### config.mk
export PLATFORM = sky130hd
export DESIGN_NAME = char_lcd_nibble_write_sequencer
export DESIGN_NICKNAME = d
export VERILOG_FILES = /design/src/rtl/clns_pkg.sv /design/src/rtl/char_lcd_nibble_write_sequencer.sv /design/src/rtl/clns_front.sv /design/src/rtl/clns_queue.sv /design/src/rtl/clns_back.sv
export VERILOG_INCLUDE_DIRS = /design/src /design/src/rtl
export SDC_FILE = /design/constraint.sdc
export NUM_CORES = 1
export LEC_CHECK = 0
export ABC_AREA = 1
export BUFFER_PORTS_ARGS = -buffer_cell sky130_fd_sc_hd__clkbuf_2
export CAP_MARGIN = 10
export CORE_MARGIN = 5
export CORE_UTILIZATION = 62
export DETAILED_ROUTE_END_ITERATION = 8
export GPL_TIMING_DRIVEN = 0
export HOLD_SLACK_MARGIN = 0.02
export PLACE_DENSITY_LB_ADDON = 0.05
export SYNTH_ARGS = -nofsm -noshare
export SYNTH_HDL_FRONTEND = slang
export SYNTH_HIERARCHICAL = 1
export SYNTH_SLANG_ARGS = --single-unit
### constraint.sdc
create_clock -name clk -period 4.6 [get_ports clk]
set_clock_uncertainty 0.1 [all_clocks]
set_input_delay 0.92 -clock clk [delete_from_list [all_inputs] [get_ports clk]]
set_output_delay 0.92 -clock clk [all_outputs]
set_load 0.02 [all_outputs]
### src/rtl/char_lcd_nibble_write_sequencer_assert.svh
// Assertion macros for the display sequencer.
`ifndef CHAR_LCD_NIBBLE_WRITE_SEQUENCER_ASSERT_SVH
`define CHAR_LCD_NIBBLE_WRITE_SEQUENCER_ASSERT_SVH

`ifndef ASSERT_OFF
// same-cycle implication
`define CLNS_ASSERT_IMP(label, clk, rst_n, ante, cons) \
	label: assert property (@(posedge clk) disable iff (!rst_n) (ante) |-> (cons)) \
		else $error("sequencer check failed");
// next-cycle implication
`define CLNS_ASSERT_NXT(label, clk, rst_n, ante, cons) \
	label: assert property (@(posedge clk) disable iff (!rst_n) (ante) |=> (cons)) \
		else $error("sequencer check failed");
`else
`define CLNS_ASSERT_IMP(label, clk, rst_n, ante, cons)
`define CLNS_ASSERT_NXT(label, clk, rst_n, ante, cons)
`endif

`endif

### src/rtl/clns_pkg.sv
`timescale 1ns / 1ps
package clns_pkg;

	localparam logic [2:0] REQ_CMD    = 3'd0;
	localparam logic [2:0] REQ_CHAR   = 3'd1;
	localparam logic [2:0] REQ_CURSOR = 3'd2;
	localparam logic [2:0] REQ_NUMBER = 3'd3;
	localparam logic [2:0] REQ_INIT   = 3'd4;

	localparam logic [7:0] ROW1_BASE  = 8'hC0;
	localparam logic [7:0] ROW0_BASE  = 8'h80;
	localparam logic [7:0] ASCII_ZERO = 8'h30;

	localparam logic [15:0] LOW_WAIT_RESET  = 16'd500;
	localparam logic [15:0] HIGH_WAIT_RESET = 16'd1500;

	localparam logic CFG_LOW_WAIT  = 1'b0;
	localparam logic CFG_HIGH_WAIT = 1'b1;

	localparam int QUEUE_DEPTH = 2;

	// one queued job: up to three bytes, or the whole init sequence
	typedef struct packed {
		logic            init;
		logic            lcd;
		logic            rs;
		logic [1:0]      nbytes;
		logic [3:0][7:0] bytes;
	} job_t;

	// one pin step on the output
	typedef struct packed {
		logic        target_lcd;
		logic        reg_select;
		logic        read_write;
		logic        enable_level;
		logic [3:0]  data_nibble;
		logic [15:0] wait_us;
		logic        last;
	} step_t;

	function automatic logic [7:0] init_byte(input logic [1:0] idx);
		logic [7:0] b;
		unique case (idx)
			2'd0: b = 8'h33;
			2'd1: b = 8'h32;
			2'd2: b = 8'h28;
			2'd3: b = 8'h0C;
			default: b = 8'h0C;
		endcase
		return b;
	endfunction

endpackage

### src/rtl/char_lcd_nibble_write_sequencer.sv
`timescale 1ns / 1ps
// Character display sequencer, 4-bit bus. Each accepted request becomes a
// list of pin steps, one step per output transfer, the final one flagged
// with last. A byte costs four steps (high nibble, then low nibble, each
// as enable low then enable high). The back end loads a job from the queue
// and then emits its steps: four for a command, character or cursor
// request, four to twelve for a decimal number, and for initialization
// of two displays an enable-high pre step and four bytes (17 steps per
// display). The output register emits at most one step per cycle, and that
// sets the rate; a two-entry job queue lets requests be taken while an
// earlier one is still going out. Unknown request kinds and out-of-range
// displays are taken and produce no steps. Wait registers may only be
// written while idle.
module char_lcd_nibble_write_sequencer #(
	parameter int LCD_COUNT = 2
) (
	input  logic        clk,
	input  logic        arst_n,
	input  logic        cfg_we,
	input  logic        cfg_index,
	input  logic [15:0] cfg_data,
	input  logic        in_valid,
	output logic        in_ready,
	input  logic [2:0]  req_type,
	input  logic [7:0]  value,
	input  logic [2:0]  row,
	input  logic [5:0]  col,
	input  logic        lcd_id,
	output logic        out_valid,
	input  logic        out_ready,
	output logic        target_lcd,
	output logic        reg_select,
	output logic        read_write,
	output logic        enable_level,
	output logic [3:0]  data_nibble,
	output logic [15:0] wait_us,
	output logic        last
);
	import clns_pkg::*;

	logic [15:0] low_wait_q;
	logic [15:0] high_wait_q;
	logic        q_full;
	logic        q_empty;
	logic        q_push;
	logic        q_pop;
	job_t        push_job;
	job_t        head_job;
	step_t       step;

	always_ff @(posedge clk or negedge arst_n) begin
		if (!arst_n) begin
			low_wait_q  <= LOW_WAIT_RESET;
			high_wait_q <= HIGH_WAIT_RESET;
		end else if (cfg_we) begin
			unique case (cfg_index)
				CFG_LOW_WAIT:  low_wait_q  <= cfg_data;
				CFG_HIGH_WAIT: high_wait_q <= cfg_data;
				default: ;
			endcase
		end
	end

	clns_front #(
		.LCD_COUNT(LCD_COUNT)
	) u_front (
		.in_valid (in_valid),
		.in_ready (in_ready),
		.req_type (req_type),
		.value    (value),
		.row      (row),
		.col      (col),
		.lcd_id   (lcd_id),
		.q_full   (q_full),
		.q_push   (q_push),
		.q_job    (push_job)
	);

	clns_queue u_queue (
		.clk      (clk),
		.arst_n   (arst_n),
		.push     (q_push),
		.push_job (push_job),
		.full     (q_full),
		.pop      (q_pop),
		.head_job (head_job),
		.empty    (q_empty)
	);

	clns_back #(
		.LCD_COUNT(LCD_COUNT)
	) u_back (
		.clk       (clk),
		.arst_n    (arst_n),
		.low_wait  (low_wait_q),
		.high_wait (high_wait_q),
		.q_empty   (q_empty),
		.q_head    (head_job),
		.q_pop     (q_pop),
		.out_valid (out_valid),
		.out_ready (out_ready),
		.out_step  (step)
	);

	assign target_lcd   = step.target_lcd;
	assign reg_select   = step.reg_select;
	assign read_write   = step.read_write;
	assign enable_level = step.enable_level;
	assign data_nibble  = step.data_nibble;
	assign wait_us      = step.wait_us;
	assign last         = step.last;

`include "char_lcd_nibble_write_sequencer_assert.svh"

	// a job is never pushed into a full queue
	`CLNS_ASSERT_IMP(a_no_push_full, clk, arst_n, q_push, !q_full)
	// every request ends on an enable-high step
	`CLNS_ASSERT_IMP(a_last_en_high, clk, arst_n, out_valid && last, enable_level)
	// enable-low steps carry the configured low wait
	`CLNS_ASSERT_IMP(a_low_wait, clk, arst_n, out_valid && !enable_level, wait_us == low_wait_q)

endmodule

### src/rtl/clns_front.sv
`timescale 1ns / 1ps
module clns_front #(
	parameter int LCD_COUNT = 2
) (
	input  logic              in_valid,
	output logic              in_ready,
	input  logic [2:0]        req_type,
	input  logic [7:0]        value,
	input  logic [2:0]        row,
	input  logic [5:0]        col,
	input  logic              lcd_id,
	input  logic              q_full,
	output logic              q_push,
	output clns_pkg::job_t    q_job
);
	import clns_pkg::*;

	logic        job_ok;
	logic        lcd_ok;
	logic [1:0]  hund;
	logic [7:0]  rem8;
	logic [14:0] prod;
	logic [3:0]  tens;
	logic [7:0]  units8;
	logic [7:0]  pos;

	assign lcd_ok = 32'(lcd_id) < LCD_COUNT;

	// binary to decimal: hundreds by compare, tens by reciprocal of ten (x205 >> 11)
	always_comb begin
		if (value >= 8'd200) begin
			hund = 2'd2;
			rem8 = value - 8'd200;
		end else if (value >= 8'd100) begin
			hund = 2'd1;
			rem8 = value - 8'd100;
		end else begin
			hund = 2'd0;
			rem8 = value;
		end
	end

	assign prod   = 15'(rem8[6:0]) * 15'd205;
	assign tens   = prod[14:11];
	assign units8 = rem8 - {1'b0, tens, 3'b000} - {3'b000, tens, 1'b0};

	always_comb begin
		priority if (row == 3'd1) begin
			pos = ROW1_BASE + {2'b00, col};
		end else if (row == 3'd0 || row == 3'd2 || row == 3'd3) begin
			pos = ROW0_BASE + {2'b00, col};
		end else begin
			pos = ROW0_BASE;
		end
	end

	always_comb begin
		q_job        = '0;
		q_job.lcd    = lcd_id;
		q_job.nbytes = 2'd1;
		job_ok       = lcd_ok;
		unique case (req_type)
			REQ_CMD: begin
				q_job.bytes[0] = value;
			end
			REQ_CHAR: begin
				q_job.rs       = 1'b1;
				q_job.bytes[0] = value;
			end
			REQ_CURSOR: begin
				q_job.bytes[0] = pos;
			end
			REQ_NUMBER: begin
				q_job.rs = 1'b1;
				if (hund != 2'd0) begin
					q_job.nbytes   = 2'd3;
					q_job.bytes[0] = ASCII_ZERO + {6'd0, hund};
					q_job.bytes[1] = ASCII_ZERO + {4'd0, tens};
					q_job.bytes[2] = ASCII_ZERO + {4'd0, units8[3:0]};
				end else if (tens != 4'd0) begin
					q_job.nbytes   = 2'd2;
					q_job.bytes[0] = ASCII_ZERO + {4'd0, tens};
					q_job.bytes[1] = ASCII_ZERO + {4'd0, units8[3:0]};
				end else begin
					q_job.bytes[0] = ASCII_ZERO + {4'd0, units8[3:0]};
				end
			end
			REQ_INIT: begin
				q_job.init = 1'b1;
				q_job.lcd  = 1'b0;
				job_ok     = 1'b1;
			end
			default: begin
				job_ok = 1'b0;
			end
		endcase
	end

	// requests that produce nothing are taken and dropped
	assign in_ready = !q_full;
	assign q_push   = in_valid && in_ready && job_ok;

endmodule

### src/rtl/clns_queue.sv
`timescale 1ns / 1ps
module clns_queue (
	input  logic           clk,
	input  logic           arst_n,
	input  logic           push,
	input  clns_pkg::job_t push_job,
	output logic           full,
	input  logic           pop,
	output clns_pkg::job_t head_job,
	output logic           empty
);
	import clns_pkg::*;

	localparam int PTR_W = (QUEUE_DEPTH > 1) ? $clog2(QUEUE_DEPTH) : 1;
	localparam int CNT_W = $clog2(QUEUE_DEPTH + 1);
	localparam logic [PTR_W-1:0] PTR_LAST = PTR_W'(QUEUE_DEPTH - 1);
	localparam logic [CNT_W-1:0] CNT_FULL = CNT_W'(QUEUE_DEPTH);

	job_t             mem_q [QUEUE_DEPTH];
	logic [PTR_W-1:0] wr_ptr_q;
	logic [PTR_W-1:0] rd_ptr_q;
	logic [CNT_W-1:0] count_q;
	logic             do_push;
	logic             do_pop;

	assign full     = count_q == CNT_FULL;
	assign empty    = count_q == '0;
	assign do_push  = push && !full;
	assign do_pop   = pop && !empty;
	assign head_job = mem_q[rd_ptr_q];

	always_ff @(posedge clk) begin
		if (do_push) begin
			mem_q[wr_ptr_q] <= push_job;
		end
	end

	always_ff @(posedge clk or negedge arst_n) begin
		if (!arst_n) begin
			wr_ptr_q <= '0;
			rd_ptr_q <= '0;
			count_q  <= '0;
		end else begin
			if (do_push) begin
				wr_ptr_q <= (wr_ptr_q == PTR_LAST) ? '0 : wr_ptr_q + 1'b1;
			end
			if (do_pop) begin
				rd_ptr_q <= (rd_ptr_q == PTR_LAST) ? '0 : rd_ptr_q + 1'b1;
			end
			if (do_push && !do_pop) begin
				count_q <= count_q + 1'b1;
			end else if (do_pop && !do_push) begin
				count_q <= count_q - 1'b1;
			end
		end
	end

endmodule

### src/rtl/clns_back.sv
`timescale 1ns / 1ps
module clns_back #(
	parameter int LCD_COUNT = 2
) (
	input  logic            clk,
	input  logic            arst_n,
	input  logic [15:0]     low_wait,
	input  logic [15:0]     high_wait,
	input  logic            q_empty,
	input  clns_pkg::job_t  q_head,
	output logic            q_pop,
	output logic            out_valid,
	input  logic            out_ready,
	output clns_pkg::step_t out_step
);
	import clns_pkg::*;

	// init covers at most two displays (target is one bit)
	localparam int   INIT_DISPLAYS = (LCD_COUNT < 2) ? LCD_COUNT : 2;
	localparam logic LAST_DISP     = 1'(INIT_DISPLAYS - 1);

	typedef enum logic [2:0] {
		ST_IDLE = 3'b001,
		ST_PRE  = 3'b010,
		ST_BYTE = 3'b100
	} state_t;

	state_t     state_q;
	job_t       job_q;
	logic [1:0] byte_q;
	logic [1:0] phase_q;   // [1] low nibble, [0] enable high
	logic       disp_q;
	logic       out_valid_q;
	step_t      step_q;

	logic       slot_free;
	logic       emit_step;
	logic [7:0] cur_byte;
	logic       end_of_byte;
	logic       last_byte;
	logic       last_step;
	step_t      byte_step;

	assign slot_free = !out_valid_q || out_ready;
	assign emit_step = slot_free && (state_q == ST_PRE || state_q == ST_BYTE);
	assign q_pop     = (state_q == ST_IDLE) && !q_empty;

	assign cur_byte    = job_q.init ? init_byte(byte_q) : job_q.bytes[byte_q];
	assign end_of_byte = phase_q == 2'd3;
	assign last_byte   = job_q.init ? (byte_q == 2'd3) : (byte_q == job_q.nbytes - 2'd1);
	assign last_step   = end_of_byte && last_byte && (!job_q.init || disp_q == LAST_DISP);

	always_comb begin
		byte_step.target_lcd   = job_q.init ? disp_q : job_q.lcd;
		byte_step.reg_select   = job_q.init ? 1'b0 : job_q.rs;
		byte_step.read_write   = 1'b0;
		byte_step.enable_level = phase_q[0];
		byte_step.data_nibble  = phase_q[1] ? cur_byte[3:0] : cur_byte[7:4];
		byte_step.wait_us      = phase_q[0] ? high_wait : low_wait;
		byte_step.last         = last_step;
	end

	always_ff @(posedge clk) begin
		if (q_pop) begin
			job_q <= q_head;
		end
		if (slot_free) begin
			if (state_q == ST_PRE) begin
				step_q.target_lcd   <= disp_q;
				step_q.reg_select   <= 1'b0;
				step_q.read_write   <= 1'b0;
				step_q.enable_level <= 1'b1;
				step_q.data_nibble  <= 4'd0;
				step_q.wait_us      <= 16'd0;
				step_q.last         <= 1'b0;
			end else if (state_q == ST_BYTE) begin
				step_q <= byte_step;
			end
		end
	end

	always_ff @(posedge clk or negedge arst_n) begin
		if (!arst_n) begin
			state_q     <= ST_IDLE;
			byte_q      <= '0;
			phase_q     <= '0;
			disp_q      <= 1'b0;
			out_valid_q <= 1'b0;
		end else begin
			if (emit_step) begin
				out_valid_q <= 1'b1;
			end else if (out_ready) begin
				out_valid_q <= 1'b0;
			end
			unique case (state_q)
				ST_IDLE: begin
					if (q_pop) begin
						byte_q  <= '0;
						phase_q <= '0;
						disp_q  <= 1'b0;
						state_q <= q_head.init ? ST_PRE : ST_BYTE;
					end
				end
				ST_PRE: begin
					if (slot_free) begin
						byte_q      <= '0;
						phase_q     <= '0;
						state_q     <= ST_BYTE;
					end
				end
				ST_BYTE: begin
					if (slot_free) begin
						if (last_step) begin
							state_q <= ST_IDLE;
						end else if (end_of_byte && last_byte) begin
							// next display of an init job
							disp_q  <= disp_q + 1'b1;
							state_q <= ST_PRE;
						end else if (end_of_byte) begin
							byte_q  <= byte_q + 2'd1;
							phase_q <= '0;
						end else begin
							phase_q <= phase_q + 2'd1;
						end
					end
				end
				default: begin
					state_q <= ST_IDLE;
				end
			endcase
		end
	end

	assign out_valid = out_valid_q;
	assign out_step  = step_q;

endmodule
==> run summary <==
Count of distinct cell types in the synthesized netlist - 51
Reg clk slew, reported paths - 60 ps
Root buffer cell - clkbuf_16
Synthesis-to-finish area growth - 23.5%
Largest family of logic cells by synthesized area - simple AND/OR/NAND/NOR gates
Cell Rows - 45
Synth Flop Type - edfxtp_1
RePlAce Congestion - 0.894
Clock buffer count from CTS - 17
Synth Area in Compound Gates - 0.0495
Synth Area in Simple Gates - 0.240
Top Family by Delay on Critical Path - adder cells
Final period utilization - 1.24
Fin. max-slew vios - 0
Vias in the first global route - 6768
Placed insts - 1255
XOR/XNOR share of the synthesized area - 0.00643
Max rail drop VDD - 374 uV
Number of synthesized flops with an enable pin - 135
R2R depth - 9
Worst setup path start - value[3]
Register area share after synthesis - 0.545
CP Capture Point - u_queue/mem_q[0][11]$_DFFE_PP_
Initial DRC Count - 479
Yosys warning total - 6
Post-Synth Adder-Cell Area - 0.0824
Count leader, synth - nand2_1
Die area - 18000 um^2
CP max-delay cell - fa_1
ANT cells - 0
R2R Setup Slk - 2210 ps
Share of layout cells above drive strength 1 - 0.288
Fin nets - 1225
First-pass GRT wire length - 32600 um
Critical Path End Type - register
Clk sinks - 180
Busiest grt layer - met2
Tot Pwr - 7700 uW
Drc violations - 0
CP Data Required Time - 4670 ps
Place WS - -1990 ps
MaxCap Viol Count - 0
Crit-path max cell delay - 490 ps
Worst min path class - in2async
Synth area leaders - edfxtp_1 43%, nand2_1 13%, dfrtp_1 8.1%
Final worst setup slack - -1080 ps
Failing checks - setup timing
Total gr overflow - 0
Initial antenna violation count - 0
DP HPWL - 13900 um
Final Non-Filler Cells - 1325
Io pins - 70
Met1 usage - 0.311
Initial core utilization - 0.629
Crit start category - primary input
Yosys top cell area share - 0.425
Crit Reg-Reg Endpoint - u_queue/mem_q[0][24]$_DFFE_PP_
CORE AREA - 15100 um^2
Fin Hold WS - 253 ps
Rel. slew slack - 0.426
H-tree Lvls - 4
Most frequent CP cell - nand2_2
Status - finished, violations left
Met2 Resource Use GR - 0.386
Crit path kind - in2reg
Vias per cell - 5.31
#FFs+latches synth - 180
Worst-Skew Late Latency - 420 ps
Final wirelength - 21000 um
Max Fanout on Critical Path - 6
Slew @ Worst Pin - 860 ps
Post-Synthesis Cell Area - 9530 um^2
CTS tree - built
RSZ-0062 raised after global routing - yes
Port Buffer Count - 66
Final setup violating endpoints - 30
Syn Area/Cell - 9.66 um^2
Synth area leader - edfxtp_1
Pleak - 0.00542 uW
Die H - 134 um
Post-route ant nets - 0
WL/cell - 15.9 um
Post-synth top cells - 337 x nand2_1, 135 x edfxtp_1, 92 x inv_1, 66 x nor2_1, 57 x nand3_1
Die X-Extent - 134 um
Mux share of post-synthesis cell area - 0
Met3 usage - 0.0416
Levels on crit path - 32
Max Freq - 0.176 GHz
GRT Total Usage - 0.230
Ys async rst share - 0.250
Final min period - 5680 ps
CP arrival - 5760 ps
Largest net degree at the start of global routing - 46
Mapped Cells - 987
Power Dens Cells - 655 nW/um^2
Buffer and inverter count on the worst path - 6
Max clock buf depth - 2
Via count - 7038
Reg2Reg Launch Point - u_queue/count_q[1]$_DFFE_PN0P_
Number of hold violations in the final report - 0
1st-pass router iterations - 5
-- layout by cell type (no fill, tap or decap), types with 19 or more instances in the layout --
cell type / n
clkbuf_2: 62
a21oi_1: 19
buf_4: 53
edfxtp_1: 135
nand3_1: 48
clkbuf_16: 19
nor2_1: 58
dfrtp_1: 31
inv_1: 78
nand2_1: 319
nand2_2: 21
ha_1: 30
o21ai_0: 25
-- per-layer routing --
| layer | vias to the layer above | wire length (um) |
|---|---|---|
| met4 | 0 | 393 |
| li1 | 3493 | - |
| met3 | 32 | 984 |
| met1 | 3316 | 9100 |
| met2 | 197 | 10600 |
| met5 | - | 0 |
-- sequential cells by signal, indices dropped and copies added, names as in the netlist --
register and cells:
high_wait_q 16, low_wait_q 16, u_queue/mem_q 74, u_back/phase_q 2, u_back/out_step 24, u_back/state_q 3
u_back/out_valid 1, u_back/job_q 37, u_queue/count_q 2, u_queue/rd_ptr_q 1, u_queue/wr_ptr_q 1, u_back/byte_q 2
u_back/disp_q 1
-- metrics by stage --
stage	setup TNS (ps)	cell area, um^2	utilization
3_3_place_gp	-45800	10300	0.682
4_1_cts	-23350	11400	0.754
6_report	-23640	11800	0.777
3_5_place_dp	-47230	10400	0.688
2_1_floorplan	-23030	9770	-
5_1_grt	-28110	11800	0.777
-- worst min path at each step --
stage                          startpoint                             to  cells past startpoint
2_1_floorplan  high_wait_q[6]$_DFFE_PN1P_     high_wait_q[6]$_DFFE_PN1P_                      2
3_3_place_gp    low_wait_q[7]$_DFFE_PN1P_      low_wait_q[7]$_DFFE_PN1P_                      2
3_5_place_dp    low_wait_q[6]$_DFFE_PN1P_      low_wait_q[6]$_DFFE_PN1P_                      2
4_1_cts         low_wait_q[6]$_DFFE_PN1P_      low_wait_q[6]$_DFFE_PN1P_                      2
5_1_grt                            arst_n  u_back/state_q[1]$_DFFE_PN0P_                      1
6_report                           arst_n      u_back/disp_q$_DFFE_PN0P_                      1
-- cell families (layout without fill, tap and decap cells) --
group           count (synthesis)  count (layout)
compound gates                 81              81
xor+xnor                        7               7
fa+ha+maj                      58              58
buf+inv                       147             286
flops                         180             180
other cells                     2              13
simple gates                  512             512
-- area by class of cell --
class                           count  area [um^2]
Buffer                             43          327
Clock buffer                       22          454
Clock inverter                     10          100
Fill cell                         973         3380
Inverter                          104          423
Multi-Input combinational cell    671         4240
Sequential cell                   180         5200
Tap cell                          188          235
Timing Repair Buffer              107          792
-- report_power, final --
part,switching [uW],leakage [uW],internal (uW)
registers,155,0.00180,2310
clock network,591,0.000266,766
logic,2340,0.00336,1530
-- timing repair --
item	4_1_cts	5_1_grt
endpoints found under the setup margin	30	30
setup buffers	26	14
hold buffers	0	0
gates resized for setup	54	49
endpoints found under the hold margin	0	0
pin swaps	39	49
Note: power is estimated with default switching activity, not from simulation.
